==> config.mk <==
export PLATFORM = sky130hd
export DESIGN_NAME = weight_spike_reject_moving_average_top_flat
export DESIGN_NICKNAME = d
export VERILOG_FILES = /design/src/design/wsra_pkg.sv /design/src/design/wsra_if.sv /design/src/design/wsra_front.sv /design/src/design/wsra_queue.sv /design/src/design/wsra_back.sv /design/src/design/weight_spike_reject_moving_average_top.sv /design/src/flat_wrapper.sv
export VERILOG_INCLUDE_DIRS = /design/src /design/src/design
export SDC_FILE = /design/constraint.sdc
export NUM_CORES = 1
export LEC_CHECK = 0
export BUFFER_PORTS_ARGS = -buffer_cell sky130_fd_sc_hd__buf_2
export CORE_ASPECT_RATIO = 0.6
export CORE_MARGIN = 5
export CORE_UTILIZATION = 64
export DETAILED_ROUTE_END_ITERATION = 16
export PLACE_DENSITY = 0.81
export SETUP_SLACK_MARGIN = 0.15
export SLEW_MARGIN = 20
export SYNTH_ARGS = -nofsm -noshare
export SYNTH_HDL_FRONTEND = slang
export SYNTH_SLANG_ARGS = --single-unit
==> constraint.sdc <==
create_clock -name clk -period 7.2 [get_ports clk]
set_input_delay 0.72 -clock clk [delete_from_list [all_inputs] [get_ports clk]]
set_output_delay 0.72 -clock clk [all_outputs]
set_load 0.02 [all_outputs]
==> src/design/assert_macros.svh <==
`ifndef ASSERT_MACROS_SVH
`define ASSERT_MACROS_SVH

// expression holds at every clock edge outside reset
`define ASSERT_ALWAYS(lbl, clk, rstn, expr) \
  lbl: assert property (@(posedge clk) disable iff (!(rstn)) (expr)) \
    else $error("assertion failed");

// antecedent implies consequent in the same cycle
`define ASSERT_IMPLIES(lbl, clk, rstn, ante, cons) \
  lbl: assert property (@(posedge clk) disable iff (!(rstn)) (ante) |-> (cons)) \
    else $error("assertion failed");

`endif

==> src/design/wsra_pkg.sv <==
package wsra_pkg;

  localparam int WINDOW = 5;

  localparam int RAW_W  = 18;
  localparam int GAIN_W = 10;
  localparam int LIM_W  = 16;
  localparam int DB_W   = 8;
  localparam int W19    = 19;

  localparam int PROD_W = RAW_W + GAIN_W + 1;
  localparam int FRAC_W = 8;
  localparam int QS_W   = PROD_W - FRAC_W;

  localparam int IDX_W  = (WINDOW > 1) ? $clog2(WINDOW) : 1;
  localparam int FILL_W = $clog2(WINDOW + 1);
  localparam int SUM_W  = W19 + $clog2(WINDOW);
  localparam int CNT_W  = $clog2(SUM_W);

  localparam int QDEPTH = 2;
  localparam int QPTR_W = (QDEPTH > 1) ? $clog2(QDEPTH) : 1;
  localparam int QCNT_W = $clog2(QDEPTH + 1);

  localparam int CFG_IDX_W  = 2;
  localparam int CFG_DATA_W = 16;

  localparam logic [CFG_IDX_W-1:0] CFG_GAIN  = 2'd0;
  localparam logic [CFG_IDX_W-1:0] CFG_LIMIT = 2'd1;
  localparam logic [CFG_IDX_W-1:0] CFG_DBAND = 2'd2;

  localparam logic [GAIN_W-1:0] GAIN_RST  = 10'd443;
  localparam logic [LIM_W-1:0]  LIMIT_RST = 16'd500;
  localparam logic [DB_W-1:0]   DBAND_RST = 8'd5;

  localparam logic signed [W19-1:0] W19_MAX = 19'sh3FFFF;
  localparam logic signed [W19-1:0] W19_MIN = 19'sh40000;

  typedef logic signed [W19-1:0] weight_t;

  typedef struct packed {
    logic [GAIN_W-1:0] gain_q8;
    logic [LIM_W-1:0]  spike_limit;
    logic [DB_W-1:0]   deadband;
  } cfg_t;

  typedef struct packed {
    logic    valid;
    weight_t weight;
  } qpush_t;

  typedef struct packed {
    logic    valid;
    weight_t weight;
  } qhead_t;

  typedef enum logic [1:0] {
    B_IDLE,
    B_SUM,
    B_DIV,
    B_DONE
  } back_state_t;

endpackage

==> src/design/wsra_if.sv <==
interface wsra_in_if;
  logic                          valid;
  logic                          ready;
  logic signed [wsra_pkg::RAW_W-1:0] raw_weight;

  modport source (output valid, output raw_weight, input ready);
  modport sink (input valid, input raw_weight, output ready);
endinterface

interface wsra_out_if;
  logic                          valid;
  logic                          ready;
  logic signed [wsra_pkg::W19-1:0] filtered_weight;
  logic                          spike_rejected;

  modport source (output valid, output filtered_weight, output spike_rejected, input ready);
  modport sink (input valid, input filtered_weight, input spike_rejected, output ready);
endinterface

interface wsra_cfg_if;
  logic                               valid;
  logic                               ready;
  logic [wsra_pkg::CFG_IDX_W-1:0]     index;
  logic [wsra_pkg::CFG_DATA_W-1:0]    data;

  modport source (output valid, output index, output data, input ready);
  modport sink (input valid, input index, input data, output ready);
endinterface

==> src/design/wsra_front.sv <==
module wsra_front (
  input  logic                              clk,
  input  logic                              rst_n,
  input  logic [wsra_pkg::GAIN_W-1:0]       gain_q8,
  wsra_in_if.sink                           in_chan,
  input  logic                              q_full,
  output wsra_pkg::qpush_t                  push
);
  import wsra_pkg::*;

  logic                     s1_valid_r, s1_valid_nxt;
  logic signed [PROD_W-1:0] prod_r;
  logic signed [PROD_W-1:0] prod_nxt;
  logic signed [PROD_W-1:0] adj;
  logic signed [QS_W-1:0]   q;
  weight_t                  sat;
  logic                     push_ok;

  // truncate toward zero, then clip to 19 bits
  always_comb begin
    adj = prod_r + (prod_r[PROD_W-1] ? PROD_W'(255) : PROD_W'(0));
    q   = adj[PROD_W-1:FRAC_W];
    if (q > QS_W'(W19_MAX)) begin
      sat = W19_MAX;
    end else if (q < QS_W'(W19_MIN)) begin
      sat = W19_MIN;
    end else begin
      sat = q[W19-1:0];
    end
  end

  assign push_ok         = s1_valid_r && !q_full;
  assign in_chan.ready   = !s1_valid_r || push_ok;
  assign push.valid      = push_ok;
  assign push.weight     = sat;

  assign prod_nxt = $signed(in_chan.raw_weight) * $signed({1'b0, gain_q8});

  always_comb begin
    s1_valid_nxt = s1_valid_r;
    if (in_chan.valid && in_chan.ready) begin
      s1_valid_nxt = 1'b1;
    end else if (push_ok) begin
      s1_valid_nxt = 1'b0;
    end
  end

  always_ff @(posedge clk) begin
    if (!rst_n) begin
      s1_valid_r <= 1'b0;
    end else begin
      s1_valid_r <= s1_valid_nxt;
    end
  end

  always_ff @(posedge clk) begin
    if (in_chan.valid && in_chan.ready) begin
      prod_r <= prod_nxt;
    end
  end

endmodule

==> src/design/wsra_queue.sv <==
module wsra_queue (
  input  logic             clk,
  input  logic             rst_n,
  input  wsra_pkg::qpush_t push,
  input  logic             pop,
  output logic             full,
  output wsra_pkg::qhead_t head
);
  import wsra_pkg::*;

  weight_t             mem [QDEPTH];
  logic [QPTR_W-1:0]   wptr_r, wptr_nxt;
  logic [QPTR_W-1:0]   rptr_r, rptr_nxt;
  logic [QCNT_W-1:0]   cnt_r, cnt_nxt;
  logic                do_push, do_pop;

  assign full        = (cnt_r == QCNT_W'(QDEPTH));
  assign head.valid  = (cnt_r != '0);
  assign head.weight = mem[rptr_r];

  assign do_push = push.valid && !full;
  assign do_pop  = pop && head.valid;

  always_comb begin
    wptr_nxt = wptr_r;
    rptr_nxt = rptr_r;
    cnt_nxt  = cnt_r;
    if (do_push) begin
      wptr_nxt = (wptr_r == QPTR_W'(QDEPTH - 1)) ? '0 : wptr_r + QPTR_W'(1);
    end
    if (do_pop) begin
      rptr_nxt = (rptr_r == QPTR_W'(QDEPTH - 1)) ? '0 : rptr_r + QPTR_W'(1);
    end
    if (do_push && !do_pop) begin
      cnt_nxt = cnt_r + QCNT_W'(1);
    end else if (do_pop && !do_push) begin
      cnt_nxt = cnt_r - QCNT_W'(1);
    end
  end

  always_ff @(posedge clk) begin
    if (!rst_n) begin
      wptr_r <= '0;
      rptr_r <= '0;
      cnt_r  <= '0;
    end else begin
      wptr_r <= wptr_nxt;
      rptr_r <= rptr_nxt;
      cnt_r  <= cnt_nxt;
    end
  end

  always_ff @(posedge clk) begin
    if (do_push) begin
      mem[wptr_r] <= push.weight;
    end
  end

endmodule

==> src/design/wsra_back.sv <==
`include "assert_macros.svh"

module wsra_back (
  input  logic             clk,
  input  logic             rst_n,
  input  wsra_pkg::cfg_t   cfg,
  input  wsra_pkg::qhead_t head,
  output logic             pop,
  wsra_out_if.source       out_chan
);
  import wsra_pkg::*;

  back_state_t state_r, state_nxt;

  weight_t            win_r [WINDOW];
  logic [IDX_W-1:0]   wr_idx_r, wr_idx_nxt;
  logic [FILL_W-1:0]  fill_r, fill_nxt;
  weight_t            last_r, last_nxt;
  logic               rej_r, rej_nxt;
  logic [IDX_W-1:0]   sidx_r, sidx_nxt;
  logic signed [SUM_W-1:0] sum_r, sum_nxt;
  logic [SUM_W-1:0]   div_r, div_nxt;
  logic [FILL_W-1:0]  rem_r, rem_nxt;
  logic               neg_r, neg_nxt;
  logic [CNT_W-1:0]   cnt_r, cnt_nxt;

  logic               out_valid_r, out_valid_nxt;
  weight_t            out_w_r, out_w_nxt;
  logic               out_rej_r, out_rej_nxt;

  logic signed [W19:0]   diff;
  logic signed [W19+1:0] diff_e;
  logic signed [W19+1:0] lim_e;
  logic                  spike;
  weight_t               w_sel;
  logic                  win_we;
  logic signed [SUM_W-1:0] sum_add;
  logic                  sum_last;
  logic [FILL_W:0]       trial;
  logic                  qbit;
  logic                  slot_free;
  weight_t               q19;
  weight_t               avg;

  assign slot_free = !out_valid_r || out_chan.ready;

  // spike test against the previous result
  always_comb begin
    diff   = {head.weight[W19-1], head.weight} - {last_r[W19-1], last_r};
    diff_e = {diff[W19], diff};
    lim_e  = $signed({{(W19 + 2 - LIM_W){1'b0}}, cfg.spike_limit});
    spike  = (fill_r != '0) && ((diff_e > lim_e) || (diff_e < -lim_e));
    w_sel  = spike ? last_r : head.weight;
  end

  assign sum_add  = sum_r + SUM_W'(win_r[sidx_r]);
  assign sum_last = (FILL_W'(sidx_r) == fill_r - FILL_W'(1));
  assign trial    = {rem_r, div_r[SUM_W-1]} - {1'b0, fill_r};
  assign qbit     = !trial[FILL_W];
  assign q19      = div_r[W19-1:0];
  assign avg      = (q19 < W19'(cfg.deadband)) ? '0 : (neg_r ? -q19 : q19);

  always_comb begin
    state_nxt = state_r;
    case (state_r)
      B_IDLE: begin
        if (head.valid) begin
          state_nxt = B_SUM;
        end
      end
      B_SUM: begin
        if (sum_last) begin
          state_nxt = B_DIV;
        end
      end
      B_DIV: begin
        if (cnt_r == '0) begin
          state_nxt = B_DONE;
        end
      end
      B_DONE: begin
        if (slot_free) begin
          state_nxt = B_IDLE;
        end
      end
      default: state_nxt = B_IDLE;
    endcase
  end

  always_comb begin
    pop           = 1'b0;
    win_we        = 1'b0;
    wr_idx_nxt    = wr_idx_r;
    fill_nxt      = fill_r;
    last_nxt      = last_r;
    rej_nxt       = rej_r;
    sidx_nxt      = sidx_r;
    sum_nxt       = sum_r;
    div_nxt       = div_r;
    rem_nxt       = rem_r;
    neg_nxt       = neg_r;
    cnt_nxt       = cnt_r;
    out_valid_nxt = out_valid_r && !out_chan.ready;
    out_w_nxt     = out_w_r;
    out_rej_nxt   = out_rej_r;
    case (state_r)
      B_IDLE: begin
        if (head.valid) begin
          pop        = 1'b1;
          win_we     = 1'b1;
          rej_nxt    = spike;
          wr_idx_nxt = (wr_idx_r == IDX_W'(WINDOW - 1)) ? '0 : wr_idx_r + IDX_W'(1);
          fill_nxt   = (fill_r < FILL_W'(WINDOW)) ? fill_r + FILL_W'(1) : fill_r;
          sidx_nxt   = '0;
          sum_nxt    = '0;
        end
      end
      B_SUM: begin
        sum_nxt  = sum_add;
        sidx_nxt = sidx_r + IDX_W'(1);
        if (sum_last) begin
          neg_nxt = sum_add[SUM_W-1];
          div_nxt = sum_add[SUM_W-1] ? -sum_add : sum_add;
          rem_nxt = '0;
          cnt_nxt = CNT_W'(SUM_W - 1);
        end
      end
      B_DIV: begin
        div_nxt = {div_r[SUM_W-2:0], qbit};
        rem_nxt = qbit ? trial[FILL_W-1:0] : {rem_r[FILL_W-2:0], div_r[SUM_W-1]};
        cnt_nxt = cnt_r - CNT_W'(1);
      end
      B_DONE: begin
        if (slot_free) begin
          out_valid_nxt = 1'b1;
          out_w_nxt     = avg;
          out_rej_nxt   = rej_r;
          last_nxt      = avg;
        end
      end
      default: ;
    endcase
  end

  assign out_chan.valid           = out_valid_r;
  assign out_chan.filtered_weight = out_w_r;
  assign out_chan.spike_rejected  = out_rej_r;

  always_ff @(posedge clk) begin
    if (!rst_n) begin
      state_r     <= B_IDLE;
      wr_idx_r    <= '0;
      fill_r      <= '0;
      last_r      <= '0;
      out_valid_r <= 1'b0;
    end else begin
      state_r     <= state_nxt;
      wr_idx_r    <= wr_idx_nxt;
      fill_r      <= fill_nxt;
      last_r      <= last_nxt;
      out_valid_r <= out_valid_nxt;
    end
  end

  always_ff @(posedge clk) begin
    rej_r     <= rej_nxt;
    sidx_r    <= sidx_nxt;
    sum_r     <= sum_nxt;
    div_r     <= div_nxt;
    rem_r     <= rem_nxt;
    neg_r     <= neg_nxt;
    cnt_r     <= cnt_nxt;
    out_w_r   <= out_w_nxt;
    out_rej_r <= out_rej_nxt;
    if (win_we) begin
      win_r[wr_idx_r] <= w_sel;
    end
  end

  `ASSERT_ALWAYS(a_fill_bound, clk, rst_n, fill_r <= FILL_W'(WINDOW))
  `ASSERT_ALWAYS(a_idx_bound, clk, rst_n, wr_idx_r < IDX_W'(WINDOW))
  `ASSERT_IMPLIES(a_sum_filled, clk, rst_n, state_r != B_IDLE, fill_r != '0)
  `ASSERT_IMPLIES(a_out_from_done, clk, rst_n, $rose(out_valid_r), $past(state_r) == B_DONE)

endmodule

==> src/design/weight_spike_reject_moving_average_top.sv <==
// Scale filter with spike rejection and moving average. Each reading is
// scaled by the Q2.8 gain in a one-register front end (the product is
// registered, then truncated and clipped on the way into the queue),
// queued two deep, and handled by a back end that tests it against the
// last result, writes it (the last result instead if it is a spike) into
// the five-entry window, sums the filled entries one per cycle and divides
// by the fill count one quotient bit per cycle in a 22-step divider. While
// the back end works, the front end and queue keep taking readings until
// the queue is full; a finished result waits in the output register while
// the next reading is worked on, which holds in its done state until that
// register is free. Register writes are always accepted and are registered
// before they take effect.
module weight_spike_reject_moving_average_top (
  input  logic      clk,
  input  logic      rst_n,
  wsra_in_if.sink   in_chan,
  wsra_out_if.source out_chan,
  wsra_cfg_if.sink  cfg_chan
);
  import wsra_pkg::*;

  cfg_t   cfg_r, cfg_nxt;
  qpush_t push;
  qhead_t head;
  logic   q_full;
  logic   pop;

  assign cfg_chan.ready = 1'b1;

  always_comb begin
    cfg_nxt = cfg_r;
    if (cfg_chan.valid && cfg_chan.ready) begin
      case (cfg_chan.index)
        CFG_GAIN:  cfg_nxt.gain_q8     = cfg_chan.data[GAIN_W-1:0];
        CFG_LIMIT: cfg_nxt.spike_limit = cfg_chan.data[LIM_W-1:0];
        CFG_DBAND: cfg_nxt.deadband    = cfg_chan.data[DB_W-1:0];
        default: ;
      endcase
    end
  end

  always_ff @(posedge clk) begin
    if (!rst_n) begin
      cfg_r.gain_q8     <= GAIN_RST;
      cfg_r.spike_limit <= LIMIT_RST;
      cfg_r.deadband    <= DBAND_RST;
    end else begin
      cfg_r <= cfg_nxt;
    end
  end

  wsra_front u_front (
    .clk     (clk),
    .rst_n   (rst_n),
    .gain_q8 (cfg_r.gain_q8),
    .in_chan (in_chan),
    .q_full  (q_full),
    .push    (push)
  );

  wsra_queue u_queue (
    .clk   (clk),
    .rst_n (rst_n),
    .push  (push),
    .pop   (pop),
    .full  (q_full),
    .head  (head)
  );

  wsra_back u_back (
    .clk      (clk),
    .rst_n    (rst_n),
    .cfg      (cfg_r),
    .head     (head),
    .pop      (pop),
    .out_chan (out_chan)
  );

endmodule
==> src/flat_wrapper.sv <==
// flat-port wrapper written by rule: the top's interface ports become plain ports
module weight_spike_reject_moving_average_top_flat import wsra_pkg::*;
  (clk, rst_n, in_chan_valid, in_chan_raw_weight, in_chan_ready, out_chan_valid, out_chan_filtered_weight, out_chan_spike_rejected, out_chan_ready, cfg_chan_valid, cfg_chan_index, cfg_chan_data, cfg_chan_ready);
  wsra_in_if in_chan_i ();
  wsra_out_if out_chan_i ();
  wsra_cfg_if cfg_chan_i ();
  input  logic clk;
  input  logic rst_n;
  input wire logic [$bits(in_chan_i.valid)-1:0] in_chan_valid;
  input wire logic [$bits(in_chan_i.raw_weight)-1:0] in_chan_raw_weight;
  output wire logic [$bits(in_chan_i.ready)-1:0] in_chan_ready;
  output wire logic [$bits(out_chan_i.valid)-1:0] out_chan_valid;
  output wire logic [$bits(out_chan_i.filtered_weight)-1:0] out_chan_filtered_weight;
  output wire logic [$bits(out_chan_i.spike_rejected)-1:0] out_chan_spike_rejected;
  input wire logic [$bits(out_chan_i.ready)-1:0] out_chan_ready;
  input wire logic [$bits(cfg_chan_i.valid)-1:0] cfg_chan_valid;
  input wire logic [$bits(cfg_chan_i.index)-1:0] cfg_chan_index;
  input wire logic [$bits(cfg_chan_i.data)-1:0] cfg_chan_data;
  output wire logic [$bits(cfg_chan_i.ready)-1:0] cfg_chan_ready;
  assign in_chan_i.valid = in_chan_valid;
  assign in_chan_i.raw_weight = in_chan_raw_weight;
  assign in_chan_ready = in_chan_i.ready;
  assign out_chan_valid = out_chan_i.valid;
  assign out_chan_filtered_weight = out_chan_i.filtered_weight;
  assign out_chan_spike_rejected = out_chan_i.spike_rejected;
  assign out_chan_i.ready = out_chan_ready;
  assign cfg_chan_i.valid = cfg_chan_valid;
  assign cfg_chan_i.index = cfg_chan_index;
  assign cfg_chan_i.data = cfg_chan_data;
  assign cfg_chan_ready = cfg_chan_i.ready;
  weight_spike_reject_moving_average_top u_core (.clk(clk), .rst_n(rst_n), .in_chan(in_chan_i), .out_chan(out_chan_i), .cfg_chan(cfg_chan_i));
endmodule
* Word level (Yosys, flattened, before mapping)
Memories as Yosys holds them, arrays and structs flattened. A register that Yosys moved wholly into a read port is not among the register bits. Cells that the tools add are included.
Storage, ports and cells: input bits 41, register bits 173, word-level logic and storage cells 137, RAM bits 133, memories 2, output and inout port bits 23
Cells by class: multipliers 1, add/subtract/negate cells 16, order comparisons 6, reductions and logical operators 37, mux-type cells 41, equal/unequal tests 12
Memories:
- u_core.u_back.win_r | words 5, bits a word 19, read ports 1, clocked after Yosys merged registers in 1, wr ports 1, RTL line wsra_back.sv:15 | weight_t win_r [WINDOW];
- u_core.u_queue.mem | words 2, bits a word 19, read ports 1, clocked after Yosys merged registers in 1, wr ports 1, RTL line wsra_queue.sv:11 | weight_t mem [QDEPTH];
Operators with widths (count):
- two-way mux 19 bit | 5
- one-hot mux 22 bit (2 select lines) | 2
- two-way mux 22 bit | 3
- adder 29 bit | 1
- multiplier 18 x 11 -> 29 bit | 1
- adder 22 x 19 -> 22 bit | 1
- negator 22 bit | 1
- > comparator 21 x 19 -> 1 bit (second input constant) | 1
- < comparator 20 x 21 -> 1 bit | 1
- < comparator 21 x 19 -> 1 bit (second input constant) | 1
- negator 16 -> 21 bit | 1
- > comparator 20 x 17 -> 1 bit | 1
- subtractor 19 x 19 -> 20 bit | 1
- < comparator 19 x 8 -> 1 bit | 1
- negator 19 bit | 1
- AND reduction 2 bit | 8
- two-way mux 3 bit | 5
- two-way mux 1 bit | 14
- two-way mux 2 bit | 6
- one-hot mux 3 bit (2 select lines) | 2
- one-hot mux 5 bit (2 select lines) | 1
- nonzero test 2 bit | 5
- adder 3 x 1 -> 3 bit (second input constant) | 3
- equality test 2 bit (second input constant) | 4
- 23 further kinds | 43

* Depth between registers and ports, before layout
word-level depth 8, gate-level depth with buffers 24, gate-level depth less buffers 22

* Hierarchy
From an unflattened synthesis, not the netlist that was laid out.
Second synthesis, totals: cells, all modules 2393, area, all modules 24373.4 sq um
Modules (own cells, without submodules):
- wsra_back | cells each 1210, area each 12841.1 sq um, sequential area each 5785.5 sq um, times used 1
- wsra_front | cells each 956, area each 8523.2 sq um, sequential area each 890.9 sq um, times used 1
- wsra_queue | cells each 84, area each 1604.0 sq um, sequential area each 1241.2 sq um, times used 1
- weight_spike_reject_moving_average_top | cells each 143, area each 1405.1 sq um, sequential area each 680.7 sq um, times used 1

* Least setup slack after synthesis
OpenSTA, ideal clock, no wires.
path kind input to register, start point input in_chan_raw_weight[5], end point register u_core.u_front.prod_r[27], data pin, slack 1.053 ns, stages 19, setup time 0.195 ns, required time 7.005 ns, arrival 5.952 ns, path buffers 1, cells stage by stage clkbuf_1 -> nand2_1 -> fa_1 -> inv_1 -> fa_1 -> fa_1 -> fa_1 -> inv_1 -> fa_1 -> inv_1 -> ha_1 -> a21o_1 -> a21o_1 -> a211oi_1 -> a21o_1 -> a21boi_0 -> o31ai_1 -> or4b_2 -> o311ai_0
Between the ends: cells in the longest elaborated chain, start to end 1
Ends and longest elaborated chain:
- start, declared | RTL line flat_wrapper.sv:10 | input wire logic [$bits(in_chan_i.raw_weight)-1:0] in_chan_raw_weight;
- multiplier 18 x 11 -> 29 bit | RTL line wsra_front.sv:37 | assign prod_nxt = $signed(in_chan.raw_weight) * $signed({1'b0, gain_q8});
- net u_core.u_front.prod_nxt[27] | RTL line wsra_front.sv:13 | logic signed [PROD_W-1:0] prod_nxt;
- end signal, assigned | RTL line wsra_front.sv:58 | prod_r <= prod_nxt;
- end, declared | RTL line wsra_front.sv:12 | logic signed [PROD_W-1:0] prod_r;
The timed path passes the listed nets, and every way through them passes these cells. A chain may end at the register's enable or synchronous reset.

* Worst setup path after layout
start point register, netlist name u_core.cfg_r[31], end point register u_core.u_front.prod_r[27], data pin
Between the ends: cells in the longest elaborated chain, start to end 1
Ends and longest elaborated chain (RTL line):
- multiplier 18 x 11 -> 29 bit | wsra_front.sv:37
- net u_core.u_front.prod_nxt[27] | wsra_front.sv:13
The timed path passes the listed nets, and every way through them passes these cells.

==> summary.txt <==
Final layout
  – Commonest cells after routing, fill and taps aside: 312 x inv_1, 270 x nand2_1, 239 x edfxtp_1, 174 x ha_1, 164 x fa_1
  – Fraction of final layout cells with drive strength greater than 1: 9.94%
  – Area Growth Syn to Fin: 7.30%
  – Most common cell after layout, fill and taps aside: inv_1
  – Post-layout utilization of the core: 69.2%
  – Fillers: 2645
  – Diodes inserted: 0
  – Nets@finish: 2684

Die
  – Chip Width: 257 um
  – Initial core utilization: 64.5%
  – Num rows: 54
  – Die Height: 158 um
  – Die Footprint: 40600 um2
  – I/O pin count: 64
  – Core area: 36200 um2

Setup path
  – Worst r2r dst: u_core.u_front.prod_r[27]
  – FF-to-FF setup slack: 0.61 ns
  – Kind of start point of the critical path: flip-flop
  – Endpoint kind of the worst setup timing path: flip-flop
  – Setup crit end: u_core.u_front.prod_r[27]
  – Classification of the worst setup path: flip-flop to flip-flop
  – Largest fanout on the critical path: 19
  – Required time worst endpoint: 7.53 ns
  – Cells on worst reg2reg path: 18
  – Startpoint of the worst register-to-register path: u_core.cfg_r[31]
  – Startpoint of the worst setup timing path: u_core.cfg_r[31]
  – Arrival time at the worst endpoint: 6.92 ns

Clock network
  – Number of buffers inserted by hold repair at cts: 0
  – Total number of H-tree levels: 1
  – Total CTS buffers: 27
  – Clk_lat worst skew: 0.55 ns
  – Post-CTS clock slew at the launch and capture registers of the worst setup and hold paths: 0.07 ns
  – Post-CTS setup buffer count: 0
  – Total clock sinks: 310
  – Clock tree from TritonCTS: built
  – Resized cells post-CTS: 0
  – Clk Tree Root Cell: clkbuf_16
  – Max clock buf depth: 3

STA
  – Achievable Freq: 152 MHz
  – Slew at the pin with the worst max-slew slack: 1.05 ns
  – Time the worst path needs with I/O delays and setup: 6.59 ns
  – Final setup viols: 0
  – Final TNS setup: 0 ns
  – Number of hold violations in the final report: 0
  – Number of pins exceeding their max-slew limit in the final report: 0
  – Share of the cycle needed by the critical path after routing: 91.5%
  – Setup repair after global routing missed its margin: false
  – Slew HR: 29.8%
  – Worst clock skew: 0.0218 ns

Global route
  – Maximum number of pins on one net before global-route repair: 47
  – Number of antenna violations at the first check in global routing: 0
  – Number of global-route vias before repair: 16700
  – Total routing resource utilization after global routing: 27.1%
  – Total grt overflow: 0
  – Wire length of the first global-routing pass: 88.5 mm

Routing
  – Aggregate routed wire length: 54.1 mm
  – Antenna viol nets, final: 0
  – Pre-antenna DRT Iters: 5
  – Number of DRC markers after the initial detailed-route iteration: 1671
  – Routed via count: 16500
  – Drc violations: 0
  – Via density per instance: 5.88
  – Post-DR wirelength/cell: 19.3 um

Place
  – Input/output buffers: 62
  – Half-perimeter wire length of the detailed placement result: 42.2 mm
  – Final RePlAce weighted congestion: 0.963

Synth
  – Dominant register cell in the synthesized netlist: edfxtp_1
  – Number of instances in the synthesized netlist: 2270
  – FFs w/ async S/R, synth: 0%
  – Number of distinct library cell variants in the gate-level netlist after synthesis: 73
  – Post-Synthesis Mean Instance Area: 10.3 um2
  – Warnings, synthesis: 0
  – Number of synthesized flops with an enable pin: 239
  – Total of flip-flops plus latches after synthesis: 310
  – Number of nets in the synthesized netlist: 2649
  – Area of the mapped netlist: 23400 um2
  – Part of the Yosys area used for sequential elements: 36.8%

Outcome
  – Run status: complete, no violations

Run
  – Max-cap violations: 0

Min path
  – Path category of the worst min-delay check: primary input to flip-flop
==> worst min path at each step <==
stage / from / end / slack, ns / depth (start not counted)
2_1_floorplan: u_core.u_back.rej_r / u_core.u_back.out_chan.spike_rejected / 0.40 / 0
3_3_place_gp: u_core.u_back.rej_r / u_core.u_back.out_chan.spike_rejected / 0.41 / 0
3_5_place_dp: u_core.u_back.rej_r / u_core.u_back.out_chan.spike_rejected / 0.43 / 0
4_1_cts: in_chan_valid / u_core.u_front.s1_valid_r / 0.39 / 3
5_1_grt: cfg_chan_data[14] / u_core.cfg_r[22] / 0.41 / 3
6_report: in_chan_valid / u_core.u_front.s1_valid_r / 0.41 / 3
==> area by class of cell <==
class	instances	area, um2	area share (%)
clock buffers	35	767	3.06
clock inverters	14	136	0.544
inverters	316	1190	4.74
multi-input cells	1565	13300	53.1
flip-flops and latches	310	8600	34.3
well taps	476	596	2.38
repair buffers	85	483	1.93
==> cell usage after synthesis, drive strengths merged, types with 8 or more instances <==
library cell / count / area (um2)
o21ai: 89 / 445
nand2: 270 / 1010
edfxtp: 239 / 7180
mux4: 19 / 428
nor4: 9 / 56.3
and3: 18 / 113
o31ai: 16 / 120
a21o: 38 / 285
inv: 313 / 1170
dfxtp: 71 / 1420
mux2i: 14 / 140
xnor2: 77 / 674
mux2: 57 / 709
nand3: 40 / 200
nor2b: 15 / 93.8
a31oi: 8 / 65.1
xor2: 59 / 517
nand4: 12 / 75.1
nand2b: 18 / 113
a21oi: 85 / 429
o21a: 16 / 120
o211ai: 16 / 120
ha: 174 / 2180
nor3: 29 / 145
fa: 164 / 3280
a211oi: 10 / 75.1
buf: 11 / 61.3
a21boi: 21 / 158
and2: 102 / 638
clkbuf: 68 / 255
nor2: 107 / 402
==> critical path: stages (launching register included) <==
cell	delay, ns
dfxtp_1	0.86
nand2_1	0.17
fa_1	0.57
inv_1	0.05
fa_1	0.46
fa_1	0.52
fa_1	0.54
inv_1	0.05
fa_1	0.53
inv_1	0.04
ha_1	0.34
a21o_1	0.19
a21o_1	0.17
a211oi_1	0.38
a21o_1	0.23
a21boi_0	0.15
o31ai_1	0.36
or4b_2	0.62
o311ai_0	0.12
==> state kept, by name, indices dropped and copies added (netlist names), 3 cells and up, named ones only <==
signal	cells
u_core.u_queue.mem	38
u_core.cfg_r	34
u_core.u_back.wr_idx_r	3
u_core.u_back.last_r	19
u_core.u_back.win_r	95
u_core.u_back.fill_r	3
u_core.u_back.sum_r	22
u_core.u_back.sidx_r	3
u_core.u_back.div_r	22
u_core.u_back.cnt_r	5
u_core.u_front.prod_r	29
u_core.u_back.rem_r	3
u_core.u_back.out_chan.filtered_weight	19
==> layer usage <==
layer  vias up  GRT usage [%]  share of wire (%)
met1      8078           42.0                 47
met2       605           40.4                 42
met5         -              0                  0
li1       7741              -                  -
met4         0           3.73                1.1
met3        51           6.44                9.7
==> kinds of logic (layout without fill, tap and decap cells) <==
| kind of cell | after synthesis | in the layout | share of synthesized area [%] |
|---|---|---|---|
| xor gates and xnor gates | 136 | 136 | 5.10 |
| AOI/OAI and AO/OA | 343 | 343 | 9.41 |
| muxes | 90 | 90 | 5.47 |
| DFF | 310 | 310 | 36.8 |
| adders and majority gates | 338 | 338 | 23.4 |
| buffers and inverters | 395 | 450 | 6.43 |
| other | 1 | 1 | 0.0160 |
| and+or+nand+nor | 657 | 657 | 13.4 |
==> per-stage QoR <==
step | hold WS (ns) | area (um2) | instances | setup slack (ns)
5_1_grt | 0.410 | 25100 | 2801 | 0.324
3_5_place_dp | 0.434 | 24200 | 2752 | 0.657
6_report | 0.412 | 25100 | 2801 | 0.613
4_1_cts | 0.395 | 25100 | 2801 | 0.635
2_1_floorplan | 0.400 | 23400 | 2270 | 1.05
3_3_place_gp | 0.406 | 24200 | 2752 | 0.778
Power is not shown: default switching activity piles up to over one toggle a cycle in this logic, so the estimate is an artifact.
